===== config.mk =====
export PLATFORM = sky130hd
export DESIGN_NAME = julian_gregorian_date_unit_core
export DESIGN_NICKNAME = d
export VERILOG_FILES = /design/src/rtl/jgdu_pkg.sv /design/src/rtl/jgdu_daynum.sv /design/src/rtl/julian_gregorian_date_unit_core.sv
export VERILOG_INCLUDE_DIRS = /design/src /design/src/rtl
export SDC_FILE = /design/constraint.sdc
export NUM_CORES = 1
export LEC_CHECK = 0
export ABC_AREA = 1
export BUFFER_PORTS_ARGS = -buffer_cell sky130_fd_sc_hd__clkbuf_2
export CAP_MARGIN = 10
export CORE_ASPECT_RATIO = 1.5
export CORE_MARGIN = 1.5
export CORE_UTILIZATION = 41
export CTS_CLUSTER_DIAMETER = 150
export DETAILED_ROUTE_END_ITERATION = 6
export PLACE_DENSITY = 0.58
export SETUP_SLACK_MARGIN = 0.05
export SYNTH_ARGS = -nofsm -noshare
export SYNTH_HDL_FRONTEND = slang
export SYNTH_SLANG_ARGS = --single-unit

===== constraint.sdc =====
create_clock -name clk -period 8.65 [get_ports clk]
set_clock_uncertainty 0.05 [all_clocks]
set_input_delay 0 -clock clk [delete_from_list [all_inputs] [get_ports clk]]
set_output_delay 0 -clock clk [all_outputs]
set_load 0.05 [all_outputs]

===== src/rtl/julian_gregorian_date_unit_core_assert.svh =====
// ----------------------------------------------------------------------------
// Assertion macros for the calendar date unit
// Wrappers that sample on clk and stay quiet while rst_n is low.
// ----------------------------------------------------------------------------
`ifndef JULIAN_GREGORIAN_DATE_UNIT_CORE_ASSERT_SVH
`define JULIAN_GREGORIAN_DATE_UNIT_CORE_ASSERT_SVH

// same-cycle implication
`define JGDU_ASSERT_IMPL(lbl, ante, cons, msg) \
  lbl: assert property (@(posedge clk) disable iff (!rst_n) (ante) |-> (cons)) \
    else $error(msg);

// next-cycle implication
`define JGDU_ASSERT_NEXT(lbl, ante, cons, msg) \
  lbl: assert property (@(posedge clk) disable iff (!rst_n) (ante) |=> (cons)) \
    else $error(msg);

`endif


===== src/rtl/jgdu_pkg.sv =====
// ----------------------------------------------------------------------------
// jgdu_pkg
// Types, calendar constants and month tables shared by the date unit.
// ----------------------------------------------------------------------------
package jgdu_pkg;

  localparam int unsigned MAX_YEAR     = 9999;
  localparam int unsigned CUTOVER_YEAR = 1582;
  localparam int unsigned YEAR_LIMIT   = (MAX_YEAR > 16383) ? 16383 : MAX_YEAR;

  localparam int YEAR_W  = 14;
  localparam int MONTH_W = 4;
  localparam int DAY_W   = 5;
  localparam int DN_W    = 22;
  localparam int DNX_W   = 23;
  localparam int WD_W    = 3;
  localparam int DIFF_W  = 23;
  localparam int PART_W  = 13;

  typedef logic [YEAR_W-1:0]  year_t;
  typedef logic [MONTH_W-1:0] month_t;
  typedef logic [DAY_W-1:0]   day_t;
  typedef logic [DNX_W-1:0]   dnx_t;
  typedef logic [WD_W-1:0]    wd_t;

  typedef enum logic [1:0] {
    KIND_LOAD = 2'd0,
    KIND_NEXT = 2'd1,
    KIND_PREV = 2'd2,
    KIND_DIFF = 2'd3
  } kind_t;

  typedef struct packed {
    logic leap;
    dnx_t dn;
    wd_t  wd;
  } dninfo_t;

  localparam year_t  FIRST_YEAR     = year_t'(1);
  localparam year_t  CUT_Y          = year_t'(CUTOVER_YEAR);
  localparam year_t  LIMIT_Y        = year_t'(YEAR_LIMIT);
  localparam month_t MONTH_JAN      = month_t'(1);
  localparam month_t MONTH_FEB      = month_t'(2);
  localparam month_t MONTH_OCT      = month_t'(10);
  localparam month_t MONTH_DEC      = month_t'(12);
  localparam day_t   DAY_FIRST      = day_t'(1);
  localparam day_t   DEC_LAST_DAY   = day_t'(31);
  localparam day_t   DAY_BEFORE_GAP = day_t'(4);
  localparam day_t   GAP_FIRST_DAY  = day_t'(5);
  localparam day_t   GAP_LAST_DAY   = day_t'(14);
  localparam day_t   DAY_AFTER_GAP  = day_t'(15);

  localparam int GAP_DAYS          = 10;
  localparam int DAYS_PER_YEAR     = 365;
  localparam int DAYS_PER_WEEK     = 7;
  localparam int WEEKDAY_OFS       = 5;
  localparam int YEARS_PER_CENTURY = 100;
  localparam int GREG_ADJ          = (CUTOVER_YEAR - 1) / 100 - (CUTOVER_YEAR - 1) / 400;

  // floor(x/100) = (x*DIV100_MUL) >> DIV100_SHIFT for x < 2^14
  localparam int DIV100_MUL   = 10486;
  localparam int DIV100_SHIFT = 20;
  // floor(x/7) = (x*DIV7_MUL) >> DIV7_SHIFT for x < 6.7e6
  localparam int DIV7_MUL     = 4793491;
  localparam int DIV7_SHIFT   = 25;

  localparam wd_t WD_RESET = wd_t'((1 + WEEKDAY_OFS) % DAYS_PER_WEEK);

  function automatic day_t month_len(input logic leap, input month_t m);
    day_t len;
    case (m)
      4'd2:                               len = leap ? day_t'(29) : day_t'(28);
      4'd4, 4'd6, 4'd9, 4'd11:            len = day_t'(30);
      4'd1, 4'd3, 4'd5, 4'd7, 4'd8, 4'd10, 4'd12: len = day_t'(31);
      default:                            len = '0;
    endcase
    return len;
  endfunction

  // days in the months before m, leap day included
  function automatic logic [8:0] prefix_days(input logic leap, input month_t m);
    logic [8:0] base;
    case (m)
      4'd0:    base = 9'd0;
      4'd1:    base = 9'd0;
      4'd2:    base = 9'd31;
      4'd3:    base = 9'd59;
      4'd4:    base = 9'd90;
      4'd5:    base = 9'd120;
      4'd6:    base = 9'd151;
      4'd7:    base = 9'd181;
      4'd8:    base = 9'd212;
      4'd9:    base = 9'd243;
      4'd10:   base = 9'd273;
      4'd11:   base = 9'd304;
      4'd12:   base = 9'd334;
      default: base = 9'd365;
    endcase
    return base + ((leap && (m > MONTH_FEB)) ? 9'd1 : 9'd0);
  endfunction

endpackage


===== src/rtl/jgdu_daynum.sv =====
// ----------------------------------------------------------------------------
// jgdu_daynum
// Day number, leap flag and weekday of one date, sequenced through a single
// shared multiplier: quotient by 100, years times 365, quotient by 7.
// ----------------------------------------------------------------------------
module jgdu_daynum (
  input  logic              clk,
  input  logic              rst_n,
  input  logic              start,
  input  jgdu_pkg::year_t   year_i,
  input  jgdu_pkg::month_t  month_i,
  input  jgdu_pkg::day_t    day_i,
  output logic              done,
  output jgdu_pkg::dninfo_t info
);

  localparam int MUL_W = jgdu_pkg::DNX_W;

  typedef enum logic [5:0] {
    U_IDLE = 6'b000001,
    U_QUO  = 6'b000010,
    U_YEAR = 6'b000100,
    U_SUM  = 6'b001000,
    U_MULW = 6'b010000,
    U_WDAY = 6'b100000
  } ustate_t;

  ustate_t                      ustate_r, ustate_nxt;
  logic                         done_r;
  jgdu_pkg::year_t              y_r;
  jgdu_pkg::month_t             m_r;
  jgdu_pkg::day_t               d_r;
  logic [2*MUL_W-1:0]           mul_r;
  logic [MUL_W-1:0]             mul_a, mul_b;
  logic [jgdu_pkg::PART_W-1:0]  part_r, part_nxt, leaps;
  logic                         leap_r, leap_nxt;
  jgdu_pkg::dnx_t               dn_r;
  jgdu_pkg::wd_t                wd_r, wd_nxt;
  jgdu_pkg::year_t              ym1, h100, r100;
  logic [7:0]                   q100, qm1;
  logic                         r_zero, gap_after;
  logic [2:0]                   xlo, q7lo;

  always_comb begin
    unique case (ustate_r)
      U_IDLE:  ustate_nxt = start ? U_QUO : U_IDLE;
      U_QUO:   ustate_nxt = U_YEAR;
      U_YEAR:  ustate_nxt = U_SUM;
      U_SUM:   ustate_nxt = U_MULW;
      U_MULW:  ustate_nxt = U_WDAY;
      U_WDAY:  ustate_nxt = U_IDLE;
      default: ustate_nxt = U_IDLE;
    endcase
  end

  assign ym1 = y_r - jgdu_pkg::FIRST_YEAR;

  always_comb begin
    unique case (ustate_r)
      U_QUO: begin
        mul_a = MUL_W'(y_r);
        mul_b = MUL_W'(jgdu_pkg::DIV100_MUL);
      end
      U_YEAR: begin
        mul_a = MUL_W'(ym1);
        mul_b = MUL_W'(jgdu_pkg::DAYS_PER_YEAR);
      end
      U_MULW: begin
        mul_a = dn_r + MUL_W'(jgdu_pkg::WEEKDAY_OFS);
        mul_b = MUL_W'(jgdu_pkg::DIV7_MUL);
      end
      default: begin
        mul_a = '0;
        mul_b = '0;
      end
    endcase
  end

  always_comb begin
    q100   = mul_r[jgdu_pkg::DIV100_SHIFT +: 8];
    h100   = jgdu_pkg::YEAR_W'(q100) * jgdu_pkg::YEAR_W'(jgdu_pkg::YEARS_PER_CENTURY);
    r100   = y_r - h100;
    r_zero = (r100 == '0);
    qm1    = q100 - 8'(r_zero);
    if (y_r < jgdu_pkg::CUT_Y) begin
      leap_nxt = (y_r[1:0] == 2'b00);
      leaps    = jgdu_pkg::PART_W'(ym1 >> 2);
    end else begin
      leap_nxt = ((y_r[1:0] == 2'b00) && !r_zero) || (r_zero && (q100[1:0] == 2'b00));
      leaps    = jgdu_pkg::PART_W'(ym1 >> 2) - jgdu_pkg::PART_W'(qm1)
               + jgdu_pkg::PART_W'(qm1 >> 2) + jgdu_pkg::PART_W'(jgdu_pkg::GREG_ADJ);
    end
    gap_after = (y_r > jgdu_pkg::CUT_Y) ||
                ((y_r == jgdu_pkg::CUT_Y) && ((m_r > jgdu_pkg::MONTH_OCT) ||
                 ((m_r == jgdu_pkg::MONTH_OCT) && (d_r >= jgdu_pkg::DAY_AFTER_GAP))));
    part_nxt  = leaps + jgdu_pkg::PART_W'(jgdu_pkg::prefix_days(leap_nxt, m_r))
              + jgdu_pkg::PART_W'(d_r)
              - (gap_after ? jgdu_pkg::PART_W'(jgdu_pkg::GAP_DAYS) : '0);
  end

  always_comb begin
    xlo    = dn_r[2:0] + 3'(jgdu_pkg::WEEKDAY_OFS);
    q7lo   = mul_r[jgdu_pkg::DIV7_SHIFT +: 3];
    wd_nxt = xlo - 3'(q7lo * 3'(jgdu_pkg::DAYS_PER_WEEK));
  end

  always_ff @(posedge clk) begin
    if (!rst_n) begin
      ustate_r <= U_IDLE;
      done_r   <= 1'b0;
    end else begin
      ustate_r <= ustate_nxt;
      done_r   <= (ustate_r == U_WDAY);
    end
  end

  always_ff @(posedge clk) begin
    if ((ustate_r == U_IDLE) && start) begin
      y_r <= year_i;
      m_r <= month_i;
      d_r <= day_i;
    end
    if ((ustate_r == U_QUO) || (ustate_r == U_YEAR) || (ustate_r == U_MULW)) begin
      mul_r <= mul_a * mul_b;
    end
    if (ustate_r == U_YEAR) begin
      leap_r <= leap_nxt;
      part_r <= part_nxt;
    end
    if (ustate_r == U_SUM) begin
      dn_r <= mul_r[MUL_W-1:0] + MUL_W'(part_r);
    end
    if (ustate_r == U_WDAY) begin
      wd_r <= wd_nxt;
    end
  end

  assign done      = done_r;
  assign info.leap = leap_r;
  assign info.dn   = dn_r;
  assign info.wd   = wd_r;

endmodule


===== src/rtl/julian_gregorian_date_unit_core.sv =====
// ----------------------------------------------------------------------------
// julian_gregorian_date_unit_core
// Holds one calendar date (Julian leap rules before 1582, Gregorian from 1582,
// 1582-10-05 to 1582-10-14 absent) and per item loads a checked date, steps
// one day forward or back, or takes the signed day difference to a given
// date; every result carries the date, its day number, weekday and an error
// flag. The block takes one item at a time and holds in_stall high while it
// works. Each date is run through the day-number unit, which pushes it three
// times through one shared multiplier (by 100, by 365, by 7); a refused
// step skips that unit.
// A finished result waits in the output register while the next item is
// taken.
// ----------------------------------------------------------------------------
`include "julian_gregorian_date_unit_core_assert.svh"

module julian_gregorian_date_unit_core (
  input  logic                clk,
  input  logic                rst_n,
  input  logic                in_valid,
  output logic                in_stall,
  input  logic [1:0]          in_kind,
  input  logic [13:0]         in_year_in,
  input  logic [3:0]          in_month_in,
  input  logic [4:0]          in_day_in,
  output logic                out_valid,
  input  logic                out_stall,
  output logic [13:0]         out_year_out,
  output logic [3:0]          out_month_out,
  output logic [4:0]          out_day_out,
  output logic [21:0]         out_day_number,
  output logic [2:0]          out_weekday,
  output logic signed [22:0]  out_difference,
  output logic                out_error
);

  typedef enum logic [6:0] {
    S_IDLE   = 7'b0000001,
    S_GSTART = 7'b0000010,
    S_GWAIT  = 7'b0000100,
    S_STEP   = 7'b0001000,
    S_SSTART = 7'b0010000,
    S_SWAIT  = 7'b0100000,
    S_FIN    = 7'b1000000
  } state_t;

  state_t                    state_r, state_nxt;
  jgdu_pkg::kind_t           kind_r, in_kind_k;

  jgdu_pkg::year_t           cur_year_r;
  jgdu_pkg::month_t          cur_month_r;
  jgdu_pkg::day_t            cur_day_r;
  logic                      cur_leap_r;
  jgdu_pkg::dnx_t            cur_dn_r;
  jgdu_pkg::wd_t             cur_wd_r;

  jgdu_pkg::year_t           g_year_r;
  jgdu_pkg::month_t          g_month_r;
  jgdu_pkg::day_t            g_day_r;

  jgdu_pkg::year_t           nxt_year_r, step_year;
  jgdu_pkg::month_t          nxt_month_r, step_month;
  jgdu_pkg::day_t            nxt_day_r, step_day;
  logic                      step_err;

  logic [jgdu_pkg::DIFF_W-1:0] diff_r;
  logic                        err_r;

  logic                      out_valid_r;
  jgdu_pkg::year_t           out_year_r;
  jgdu_pkg::month_t          out_month_r;
  jgdu_pkg::day_t            out_day_r;
  logic [jgdu_pkg::DN_W-1:0] out_dn_r;
  jgdu_pkg::wd_t             out_wd_r;
  logic [jgdu_pkg::DIFF_W-1:0] out_diff_r;
  logic                      out_err_r;

  logic                      u_start, u_done;
  jgdu_pkg::year_t           u_year;
  jgdu_pkg::month_t          u_month;
  jgdu_pkg::day_t            u_day;
  jgdu_pkg::dninfo_t         u_info;

  logic                      in_xfer, g_fin, s_fin, g_ok, commit_load, out_load;

  assign in_kind_k   = jgdu_pkg::kind_t'(in_kind);
  assign in_stall    = (state_r != S_IDLE);
  assign in_xfer     = in_valid && !in_stall;
  assign g_fin       = (state_r == S_GWAIT) && u_done;
  assign s_fin       = (state_r == S_SWAIT) && u_done;
  assign out_load    = (state_r == S_FIN) && (!out_valid_r || !out_stall);

  assign g_ok = (g_year_r != '0) && (g_year_r <= jgdu_pkg::LIMIT_Y) &&
                (g_month_r >= jgdu_pkg::MONTH_JAN) && (g_month_r <= jgdu_pkg::MONTH_DEC) &&
                (g_day_r != '0) &&
                !((g_year_r == jgdu_pkg::CUT_Y) && (g_month_r == jgdu_pkg::MONTH_OCT) &&
                  (g_day_r >= jgdu_pkg::GAP_FIRST_DAY) && (g_day_r <= jgdu_pkg::GAP_LAST_DAY)) &&
                (g_day_r <= jgdu_pkg::month_len(u_info.leap, g_month_r));

  assign commit_load = g_fin && g_ok && (kind_r == jgdu_pkg::KIND_LOAD);

  assign u_start = (state_r == S_GSTART) || (state_r == S_SSTART);
  assign u_year  = (state_r == S_SSTART) ? nxt_year_r  : g_year_r;
  assign u_month = (state_r == S_SSTART) ? nxt_month_r : g_month_r;
  assign u_day   = (state_r == S_SSTART) ? nxt_day_r   : g_day_r;

  jgdu_daynum u_daynum (
    .clk     (clk),
    .rst_n   (rst_n),
    .start   (u_start),
    .year_i  (u_year),
    .month_i (u_month),
    .day_i   (u_day),
    .done    (u_done),
    .info    (u_info)
  );

  function automatic jgdu_pkg::month_t month_t_one();
    return jgdu_pkg::MONTH_JAN;
  endfunction

  always_comb begin
    step_year  = cur_year_r;
    step_month = cur_month_r;
    step_day   = cur_day_r;
    step_err   = 1'b0;
    if (kind_r == jgdu_pkg::KIND_NEXT) begin
      if ((cur_year_r == jgdu_pkg::CUT_Y) && (cur_month_r == jgdu_pkg::MONTH_OCT) &&
          (cur_day_r == jgdu_pkg::DAY_BEFORE_GAP)) begin
        step_day = jgdu_pkg::DAY_AFTER_GAP;
      end else if (cur_day_r >= jgdu_pkg::month_len(cur_leap_r, cur_month_r)) begin
        step_day = jgdu_pkg::DAY_FIRST;
        if (cur_month_r == jgdu_pkg::MONTH_DEC) begin
          step_month = jgdu_pkg::MONTH_JAN;
          if (cur_year_r >= jgdu_pkg::LIMIT_Y) begin
            step_err = 1'b1;
          end else begin
            step_year = cur_year_r + jgdu_pkg::FIRST_YEAR;
          end
        end else begin
          step_month = cur_month_r + month_t_one();
        end
      end else begin
        step_day = cur_day_r + jgdu_pkg::DAY_FIRST;
      end
    end else begin
      if ((cur_year_r == jgdu_pkg::CUT_Y) && (cur_month_r == jgdu_pkg::MONTH_OCT) &&
          (cur_day_r == jgdu_pkg::DAY_AFTER_GAP)) begin
        step_day = jgdu_pkg::DAY_BEFORE_GAP;
      end else if ((cur_day_r == jgdu_pkg::DAY_FIRST) &&
                   (cur_month_r == jgdu_pkg::MONTH_JAN)) begin
        if (cur_year_r <= jgdu_pkg::FIRST_YEAR) begin
          step_err = 1'b1;
        end else begin
          step_year  = cur_year_r - jgdu_pkg::FIRST_YEAR;
          step_month = jgdu_pkg::MONTH_DEC;
          step_day   = jgdu_pkg::DEC_LAST_DAY;
        end
      end else if (cur_day_r == jgdu_pkg::DAY_FIRST) begin
        step_month = cur_month_r - month_t_one();
        step_day   = jgdu_pkg::month_len(cur_leap_r, cur_month_r - month_t_one());
      end else begin
        step_day = cur_day_r - jgdu_pkg::DAY_FIRST;
      end
    end
  end

  always_comb begin
    state_nxt = state_r;
    unique case (state_r)
      S_IDLE: begin
        if (in_valid) begin
          state_nxt = ((in_kind_k == jgdu_pkg::KIND_LOAD) ||
                       (in_kind_k == jgdu_pkg::KIND_DIFF)) ? S_GSTART : S_STEP;
        end
      end
      S_GSTART: state_nxt = S_GWAIT;
      S_GWAIT:  state_nxt = u_done ? S_FIN : S_GWAIT;
      S_STEP:   state_nxt = step_err ? S_FIN : S_SSTART;
      S_SSTART: state_nxt = S_SWAIT;
      S_SWAIT:  state_nxt = u_done ? S_FIN : S_SWAIT;
      S_FIN:    state_nxt = out_load ? S_IDLE : S_FIN;
      default:  state_nxt = S_IDLE;
    endcase
  end

  always_ff @(posedge clk) begin
    if (!rst_n) begin
      state_r     <= S_IDLE;
      cur_year_r  <= jgdu_pkg::FIRST_YEAR;
      cur_month_r <= jgdu_pkg::MONTH_JAN;
      cur_day_r   <= jgdu_pkg::DAY_FIRST;
      cur_leap_r  <= 1'b0;
      cur_dn_r    <= jgdu_pkg::dnx_t'(1);
      cur_wd_r    <= jgdu_pkg::WD_RESET;
      out_valid_r <= 1'b0;
    end else begin
      state_r <= state_nxt;
      if (commit_load) begin
        cur_year_r  <= g_year_r;
        cur_month_r <= g_month_r;
        cur_day_r   <= g_day_r;
        cur_leap_r  <= u_info.leap;
        cur_dn_r    <= u_info.dn;
        cur_wd_r    <= u_info.wd;
      end else if (s_fin) begin
        cur_year_r  <= nxt_year_r;
        cur_month_r <= nxt_month_r;
        cur_day_r   <= nxt_day_r;
        cur_leap_r  <= u_info.leap;
        cur_dn_r    <= u_info.dn;
        cur_wd_r    <= u_info.wd;
      end
      if (out_load) begin
        out_valid_r <= 1'b1;
      end else if (!out_stall) begin
        out_valid_r <= 1'b0;
      end
    end
  end

  always_ff @(posedge clk) begin
    if (in_xfer) begin
      kind_r    <= in_kind_k;
      g_year_r  <= in_year_in;
      g_month_r <= in_month_in;
      g_day_r   <= in_day_in;
      diff_r    <= '0;
      err_r     <= 1'b0;
    end
    if (g_fin) begin
      if (!g_ok) begin
        err_r <= 1'b1;
      end else if (kind_r == jgdu_pkg::KIND_DIFF) begin
        diff_r <= cur_dn_r - u_info.dn;
      end
    end
    if (state_r == S_STEP) begin
      nxt_year_r  <= step_year;
      nxt_month_r <= step_month;
      nxt_day_r   <= step_day;
      err_r       <= step_err;
    end
    if (out_load) begin
      out_year_r  <= cur_year_r;
      out_month_r <= cur_month_r;
      out_day_r   <= cur_day_r;
      out_dn_r    <= cur_dn_r[jgdu_pkg::DN_W-1:0];
      out_wd_r    <= cur_wd_r;
      out_diff_r  <= diff_r;
      out_err_r   <= err_r;
    end
  end

  assign out_valid      = out_valid_r;
  assign out_year_out   = out_year_r;
  assign out_month_out  = out_month_r;
  assign out_day_out    = out_day_r;
  assign out_day_number = out_dn_r;
  assign out_weekday    = out_wd_r;
  assign out_difference = $signed(out_diff_r);
  assign out_error      = out_err_r;

  `JGDU_ASSERT_NEXT(a_busy_after_transfer, in_valid && !in_stall, in_stall, "input taken while busy")
  `JGDU_ASSERT_IMPL(a_date_valid, 1'b1, (cur_year_r != '0) && (cur_year_r <= jgdu_pkg::LIMIT_Y) && (cur_month_r >= jgdu_pkg::MONTH_JAN) && (cur_month_r <= jgdu_pkg::MONTH_DEC) && (cur_day_r != '0) && (cur_day_r <= jgdu_pkg::month_len(cur_leap_r, cur_month_r)), "stored date invalid")
  `JGDU_ASSERT_IMPL(a_done_when_waiting, u_done, (state_r == S_GWAIT) || (state_r == S_SWAIT), "day-number unit done while not awaited")
  `JGDU_ASSERT_IMPL(a_out_from_fin, $rose(out_valid), $past(state_r == S_FIN), "result raised outside finish")

endmodule


==> run_results.csv, run 1 <==
group,metric,value,unit
clock_tree,insertion_delay,0.58,ns
power,p_int,0.002937,W
global_route,grt_max_degree,72,
sta,tightest_slew,1.120,ns
sta,slew_viol_final,0,
synth,async_reset_ff_share,0,%
sta,period_needed,8.445,ns
synth,synth-xor-area-share,4.363,%
worst_setup_path,critPathMostFrequentCell,"nand2_1",
clock_tree,cts_tree,"built",
power,p_total,0.004239,W
power,ir_worst_vdd,138.1,uV
synth,ys.flop_type,"edfxtp_1",
routing,remaining_drc_errors,0,
worst_setup_path,slowest_stage,"fa_1",
clock_tree,htreeDepth,2,
power,pwr-share-clk,36.1,%
global_route,grt_pass1_wl,125100,um
clock_tree,clkSlewWorstSetupHoldPaths,0.06,ns
cells_and_area,final_util,48.93,%
sta,setup_violations,0,
hold_path,worstHoldPathType,"input port to register",
place,routabilityCongestion,0.9845,
sta,slew_headroom,25.24,%
cells_and_area,drive_gt1_share,14.13,%
worst_setup_path,max_stage_delay,0.56,ns
synth,synth_cell_types,68,
place,dp_hpwl,67580,um
cells_and_area,area_growth,17.93,%
synth,avgSynthCellArea,8.560,sq um
worst_setup_path,crit_family,"adder cells",
power,pwr-share-seq,39.0,%
floorplan,io_pins,103,
routing,drtAntennaViolNets,0,
global_route,grt_pass1_vias,23090,
routing,wl_per_cell,18.17,um
routing,num_vias,22450,
clock_tree,cts.sinks,309,
floorplan,num_rows,116,
sta,max_freq,118.4,MHz
clock_tree,clock_tree.buffer_depth,3,
hold_path,hold_depth,2,
routing,wirelength,81430,um
cells_and_area,antenna_cells,0,
routing,first_pass_iters,5,
power,p_sw_share,30.71,%
synth,syn_inst,3236,
global_route,grt_use_total,23.58,%
power,combPwrFrac,24.9,%
worst_setup_path,cp.depth,50,
synth,ys_seq_elements,309,
floorplan,chipWidth,215.2,um
synth,synth-compound-area-share,8.279,%
floorplan,core_area,0.06676,sq mm
cells_and_area,nFillCells,6495,
worst_setup_path,critPathBufInv,10,
worst_setup_path,critPathLaunchType,"register",
synth,synth_simple_gate_area_share,17.68,%
global_route,grt_remaining_overflow,0,
floorplan,fp.dieH,321.4,um
worst_setup_path,r2r_cells,50,
place,portBuffers,102,
cells_and_area,finalNetCount,4123,
cells_and_area,final_cell_mix,"643 x inv_1, 534 x nand2_1, 276 x ha_1, 271 x nor2_1, 220 x fa_1",
floorplan,die-area,0.06917,sq mm
power,p_leak,16.06,nW
sta,rsz0062_at_grt,"true",
worst_setup_path,worstSetupPathType,"register to register",
clock_tree,cts-buffers-inserted,36,
synth,syn_area,0.02770,sq mm
routing,vias_per_cell,5.009,
worst_setup_path,end_kind,"register",
floorplan,start_util,41.49,%
run_status,status,"completed",
cells_and_area,layout_commonest_cell,"inv_1",
power,power_switching,0.001302,W
synth,synth.area.mux_share,0,%
worst_setup_path,cp_max_fo,5,
sta,period_share,97.63,%
clock_tree,root_buffer,"clkbuf_16",
synth,synth_fa_ha_area_share,29.70,%
routing,drt_iter0_drc,1314,
synth,seq_area_frac_synth,29.95,%
synth,yosysWarnings,0,
synth,synth_edf_count,211,
global_route,antenna_found_initial,1,
sta,timing.hold.ws,0.09726,ns
power,powerDensity,129.8,mW/mm^2
synth,synth_top_family_by_area,"adder cells",
sta,hold_viol,0,
job,drv_cap,0,
worst_setup_path,required,8.92,ns
worst_setup_path,critPathArrivalTime,8.72,ns
==> worst paths after layout <==
check,from,endpoint,slack (ns)
min,in_day_in[1],g_day_r[1],0.1
min reg2reg,cur_wd_r[0],out_weekday[0],0.38
max,u_daynum.mul_r[23],u_daynum.part_r[12],0.20
max reg2reg,u_daynum.mul_r[23],u_daynum.part_r[12],0.20
==> synthesized netlist by cell type, types with 4 or more instances <==
cell | count | share of area, %
inv_1 | 660 | 8.9
nand2_1 | 548 | 7.4
ha_1 | 304 | 14
nor2_1 | 279 | 3.8
fa_1 | 221 | 16
edfxtp_1 | 211 | 23
o21ai_0 | 186 | 3.4
nand3_1 | 151 | 2.7
a21oi_1 | 123 | 2.2
dfxtp_1 | 98 | 7.1
xor2_1 | 97 | 3.1
nand4_1 | 42 | 0.95
xnor2_1 | 41 | 1.3
nor3_1 | 39 | 0.70
clkbuf_1 | 19 | 0.26
o21ai_1 | 18 | 0.33
inv_2 | 15 | 0.20
nor4_1 | 13 | 0.29
a31oi_1 | 12 | 0.27
buf_2 | 11 | 0.20
nand3b_1 | 11 | 0.30
a21o_1 | 10 | 0.27
nand2_2 | 8 | 0.18
nor2_2 | 8 | 0.18
nor2_4 | 7 | 0.28
o21a_1 | 7 | 0.19
o31ai_1 | 7 | 0.19
nand3_2 | 6 | 0.22
o21ai_2 | 6 | 0.19
a211oi_1 | 5 | 0.14
buf_1 | 5 | 0.068
buf_4 | 4 | 0.11
clkinv_1 | 4 | 0.054
or2_2 | 4 | 0.090
==> layout make-up <==
cell class                 count  area, sq um  share of cell area, %
inverter                     681         2560                  7.836
multi-input combinational   2242        17440                  53.40
tap                          885         1107                  3.390
timing repair buffer         299         2071                  6.339
clock buffer                  44        960.9                  2.941
sequential                   309         8298                  25.40
clock inverter                21        227.7                 0.6971
==> registers in the layout, summed over array words and instances, names as in the netlist, 6 cells and up, named ones only <==
register           cells
out_year_out          14
diff_r                23
state_r                7
u_daynum.dn_r         23
u_daynum.y_r          14
nxt_year_r            14
g_year_r              14
u_daynum.ustate_r      6
out_day_number        22
cur_dn_r              23
u_daynum.mul_r        28
cur_year_r            14
u_daynum.part_r       13
out_difference        23
==> power by group through the flow <==
stage	Clock, W	Sequential (W)	Combinational [W]
after floorplan	0	0.00167	0.000598
after global placement	0	0.00168	0.000981
after detailed placement	0	0.00168	0.000984
after CTS	0.00157	0.00165	0.00104
after global routing	0.00162	0.00165	0.00119
final	0.00153	0.00165	0.00106
==> metrics by stage <==
| stage | setup slack [ns] | instance area (sq um) | cells | TNS [ns] |
|---|---|---|---|---|
| finish | 0.2048 | 32670 | 4481 | 0 |
| global route | -0.2445 | 32670 | 4481 | -0.5008 |
| CTS | 0.05251 | 32260 | 4471 | 0 |
| detailed placement | -0.5100 | 30370 | 4364 | -2.178 |
| global placement | -0.5090 | 30370 | 4364 | -1.935 |
| floorplan | 0.07647 | 27840 | 3274 | 0 |
==> per-layer routing <==
metal / vias to the layer above / GRT usage [%] / share of wire (%)
met2: 518 / 45.56 / 54
met4: 2 / 14.86 / 7.0
met1: 10700 / 23.99 / 36
li1: 11020 / - / -
met3: 208 / 2.411 / 3.3
met5: - / 0 / 0.014
==> logic make-up after synthesis <==
kind of cell	Yosys count
XOR/XNOR	138
adder cells (fa/ha/maj)	525
other	2
AND/OR/NAND/NOR	1130
flip-flops	309
buffers and inverters	723
AO/OA/AOI/OAI	409
==> repair_timing <==
action,in CTS,in global routing
endpoints found under the setup margin,9,13
pin swaps,37,57
hold endpoints to repair,34,0
gates resized for setup,57,71
setup buffers,14,12
hold buffers,28,0
(Power assumes the default switching activity.)
==> run 2, diff against run 1 <==
--- a/config.mk
+++ b/config.mk
@@ -6,11 +6,9 @@
 export SDC_FILE = /design/constraint.sdc
 export NUM_CORES = 1
 export LEC_CHECK = 0
-export ABC_AREA = 1
 export BUFFER_PORTS_ARGS = -buffer_cell sky130_fd_sc_hd__clkbuf_2
 export CAP_MARGIN = 10
 export CORE_ASPECT_RATIO = 1.5
-export CORE_MARGIN = 1.5
 export CORE_UTILIZATION = 41
 export CTS_CLUSTER_DIAMETER = 150
 export DETAILED_ROUTE_END_ITERATION = 6
==> run_results.csv, run 2 <==
group,metric,value,unit
run_status,status,"finished with violations",
run_status,violations,"negative setup slack",
routing,first_pass_iters,5,
cells_and_area,final_cells,3827,
cells_and_area,layout_commonest_cell,"inv_1",
routing,wl_per_cell,19.69,um
place,placed_cell_area,0.02933,sq mm
place,portBuffers,102,
synth,async_reset_ff_share,0,%
cells_and_area,largest_reg_flops,28,
synth,synth.area.top_cells,"edfxtp_1 24%, fa_1 17%, ha_1 14%, dfxtp_1 7.4%, inv_1 6.6%",
worst_setup_path,crit_family,"adder cells",
hold_path,hold_start,"in_month_in[2]",
floorplan,io_pins,103,
sta,finalSetupTns,-0.6512,ns
job,drv_cap,0,
sta,max_freq,112.5,MHz
hold_path,holdPathEnd,"g_month_r[2]",
clock_tree,insertion_delay,0.56,ns
worst_setup_path,critPathMostFrequentCell,"ha_4",
global_route,antenna_found_initial,1,
sta,tightest_slew,1.071,ns
worst_setup_path,r2r_setup_slack,-0.24,ns
floorplan,num_rows,113,
synth,syn_inst,2656,
clock_tree,htreeDepth,2,
cells_and_area,design_area,0.03135,sq mm
clock_tree,root_buffer,"clkbuf_16",
worst_setup_path,max_stage_delay,0.56,ns
worst_setup_path,worstSetupPathType,"register to register",
cells_and_area,nFillCells,5829,
synth,yosysWarnings,0,
synth,avgSynthCellArea,9.940,sq um
worst_setup_path,cp_max_fo,4,
global_route,grt_pass1_vias,20740,
sta,setup_slack,-0.2365,ns
synth,synth_area_leader_cell,"edfxtp_1",
floorplan,start_util,41.59,%
routing,num_vias,19740,
synth,ys.flop_type,"edfxtp_1",
cells_and_area,area_growth,18.74,%
clock_tree,clock_tree.buffer_depth,3,
sta,slew_viol_final,0,
place,routabilityCongestion,0.9422,
global_route,grt_remaining_overflow,0,
sta,setup_violations,4,
synth,seq_area_frac_synth,31.43,%
worst_setup_path,cp.depth,40,
place,dpl.cell_count,3717,
global_route,grt_pass1_wl,115900,um
synth,ys_seq_elements,309,
cells_and_area,finalNetCount,3550,
synth,synthMostInstantiatedCell,"inv_1",
power,p_leak,14.46,nW
global_route,grt_use_total,23.21,%
floorplan,chipWidth,209.2,um
routing,drt_iter0_drc,871,
worst_setup_path,critPathArrivalTime,9.14,ns
routing,remaining_drc_errors,0,
worst_setup_path,r2r_start,"u_daynum.mul_r[22]",
cells_and_area,regMostFlops,"u_daynum.mul_r",
power,p_total,0.003903,W
place,dp_hpwl,62700,um
clock_tree,clkSlewWorstSetupHoldPaths,0.07,ns
clock_tree,cts.sinks,309,
routing,vias_per_cell,5.159,
cells_and_area,drive_gt1_share,16.55,%
routing,drtAntennaViolNets,0,
worst_setup_path,r2r_cells,40,
floorplan,fp.dieH,312.8,um
sta,period_needed,8.886,ns
synth,synth_edf_count,211,
worst_setup_path,r2r_end,"u_daynum.part_r[11]",
synth,syn_area,0.02640,sq mm
cells_and_area,final_util,49.38,%
worst_setup_path,critPathLaunchType,"register",
power,powerDensity,124.5,mW/mm^2
worst_setup_path,required,8.90,ns
floorplan,die-area,0.06543,sq mm
sta,slew_headroom,28.63,%
sta,period_share,102.7,%
sta,hold_viol,0,
synth,yosys.area.top_type_share,24.00,%
clock_tree,cts_tree,"built",
hold_path,worstHoldPathType,"input port to register",
sta,rsz0062_at_grt,"true",
worst_setup_path,end_kind,"register",
hold_path,hold_depth,2,
power,ir_worst_vdd,160.8,uV
synth,synth_cell_types,80,
synth,synthTopCellsByCount,"462 x inv_1, 304 x ha_1, 221 x fa_1",
global_route,grt_max_degree,59,
routing,wirelength,75350,um
floorplan,core_area,0.06348,sq mm
clock_tree,cts-buffers-inserted,34,
worst_setup_path,slowest_stage,"fa_1",
worst_setup_path,critPathBufInv,5,
cells_and_area,final_cell_mix,"454 x inv_1, 280 x ha_1, 218 x fa_1, 211 x edfxtp_1, 191 x buf_4",
## run 2: worst max path at each step
stage / startpoint / to
3_5_place_dp: u_daynum.mul_r[21] / u_daynum.part_r[11]
2_1_floorplan: u_daynum.mul_r[23] / u_daynum.part_r[11]
5_1_grt: u_daynum.mul_r[22] / u_daynum.part_r[11]
3_3_place_gp: u_daynum.mul_r[22] / u_daynum.part_r[11]
4_1_cts: u_daynum.mul_r[22] / u_daynum.part_r[11]
6_report: u_daynum.mul_r[22] / u_daynum.part_r[11]
## run 2: metrics by stage
step                      hold WS, ns  worst slack (ns)
after CTS                     0.07823           -0.1742
after detailed placement       0.1286           -0.4267
after global placement         0.1268           -0.3915
final                          0.1112           -0.2365
after floorplan               0.04887           0.02639
after global routing           0.1019           -0.6076
## run 2: kinds of logic (layout without fill, tap and decap cells)
logic type | count (synthesis) | count (layout) | share of synthesized area (%)
AND/OR/NAND/NOR | 658 | 658 | 12.15
buffers and inverters | 524 | 851 | 7.540
other | 2 | 41 | 0.02845
XOR/XNOR | 165 | 165 | 5.526
AO/OA/AOI/OAI | 421 | 421 | 10.01
flip-flops | 309 | 309 | 31.43
adder cells (fa/ha/maj) | 525 | 525 | 31.17
multiplexers | 52 | 52 | 2.152
## run 2: where the power goes
| part | switching, W | internal, W |
|---|---|---|
| clock network | 0.000627 | 0.000838 |
| registers | 0.0000210 | 0.00161 |
| logic | 0.000437 | 0.000369 |
## run 2: timing repair
| item | in CTS | in global routing |
|---|---|---|
| setup endpoints to repair | 7 | 13 |
| setup buffers | 10 | 11 |
| gates resized for setup | 30 | 53 |
| hold buffers | 28 | 0 |
| hold endpoints to repair | 62 | 0 |
| pin swaps | 32 | 39 |
## run 2: layout make-up
cell class,count,area [sq um],share of cell area [%]
multi-input cells,1861,16900,53.90
flip-flops and latches,309,8298,26.47
repair buffers,326,2298,7.332
inverters,464,1742,5.556
well taps,805,1007,3.213
clock buffers,45,943.4,3.009
clock inverters,16,161.4,0.5149
diodes,1,2.502,0.007982
## run 2: per-layer routing
layer	GRT usage (%)	vias to the layer above	share of wire (%)
li1	-	9557	-
met1	23.87	9652	36
met2	45.05	369	55
met3	2.455	162	2.6
met4	13.24	2	6.6
met5	0	-	0.017
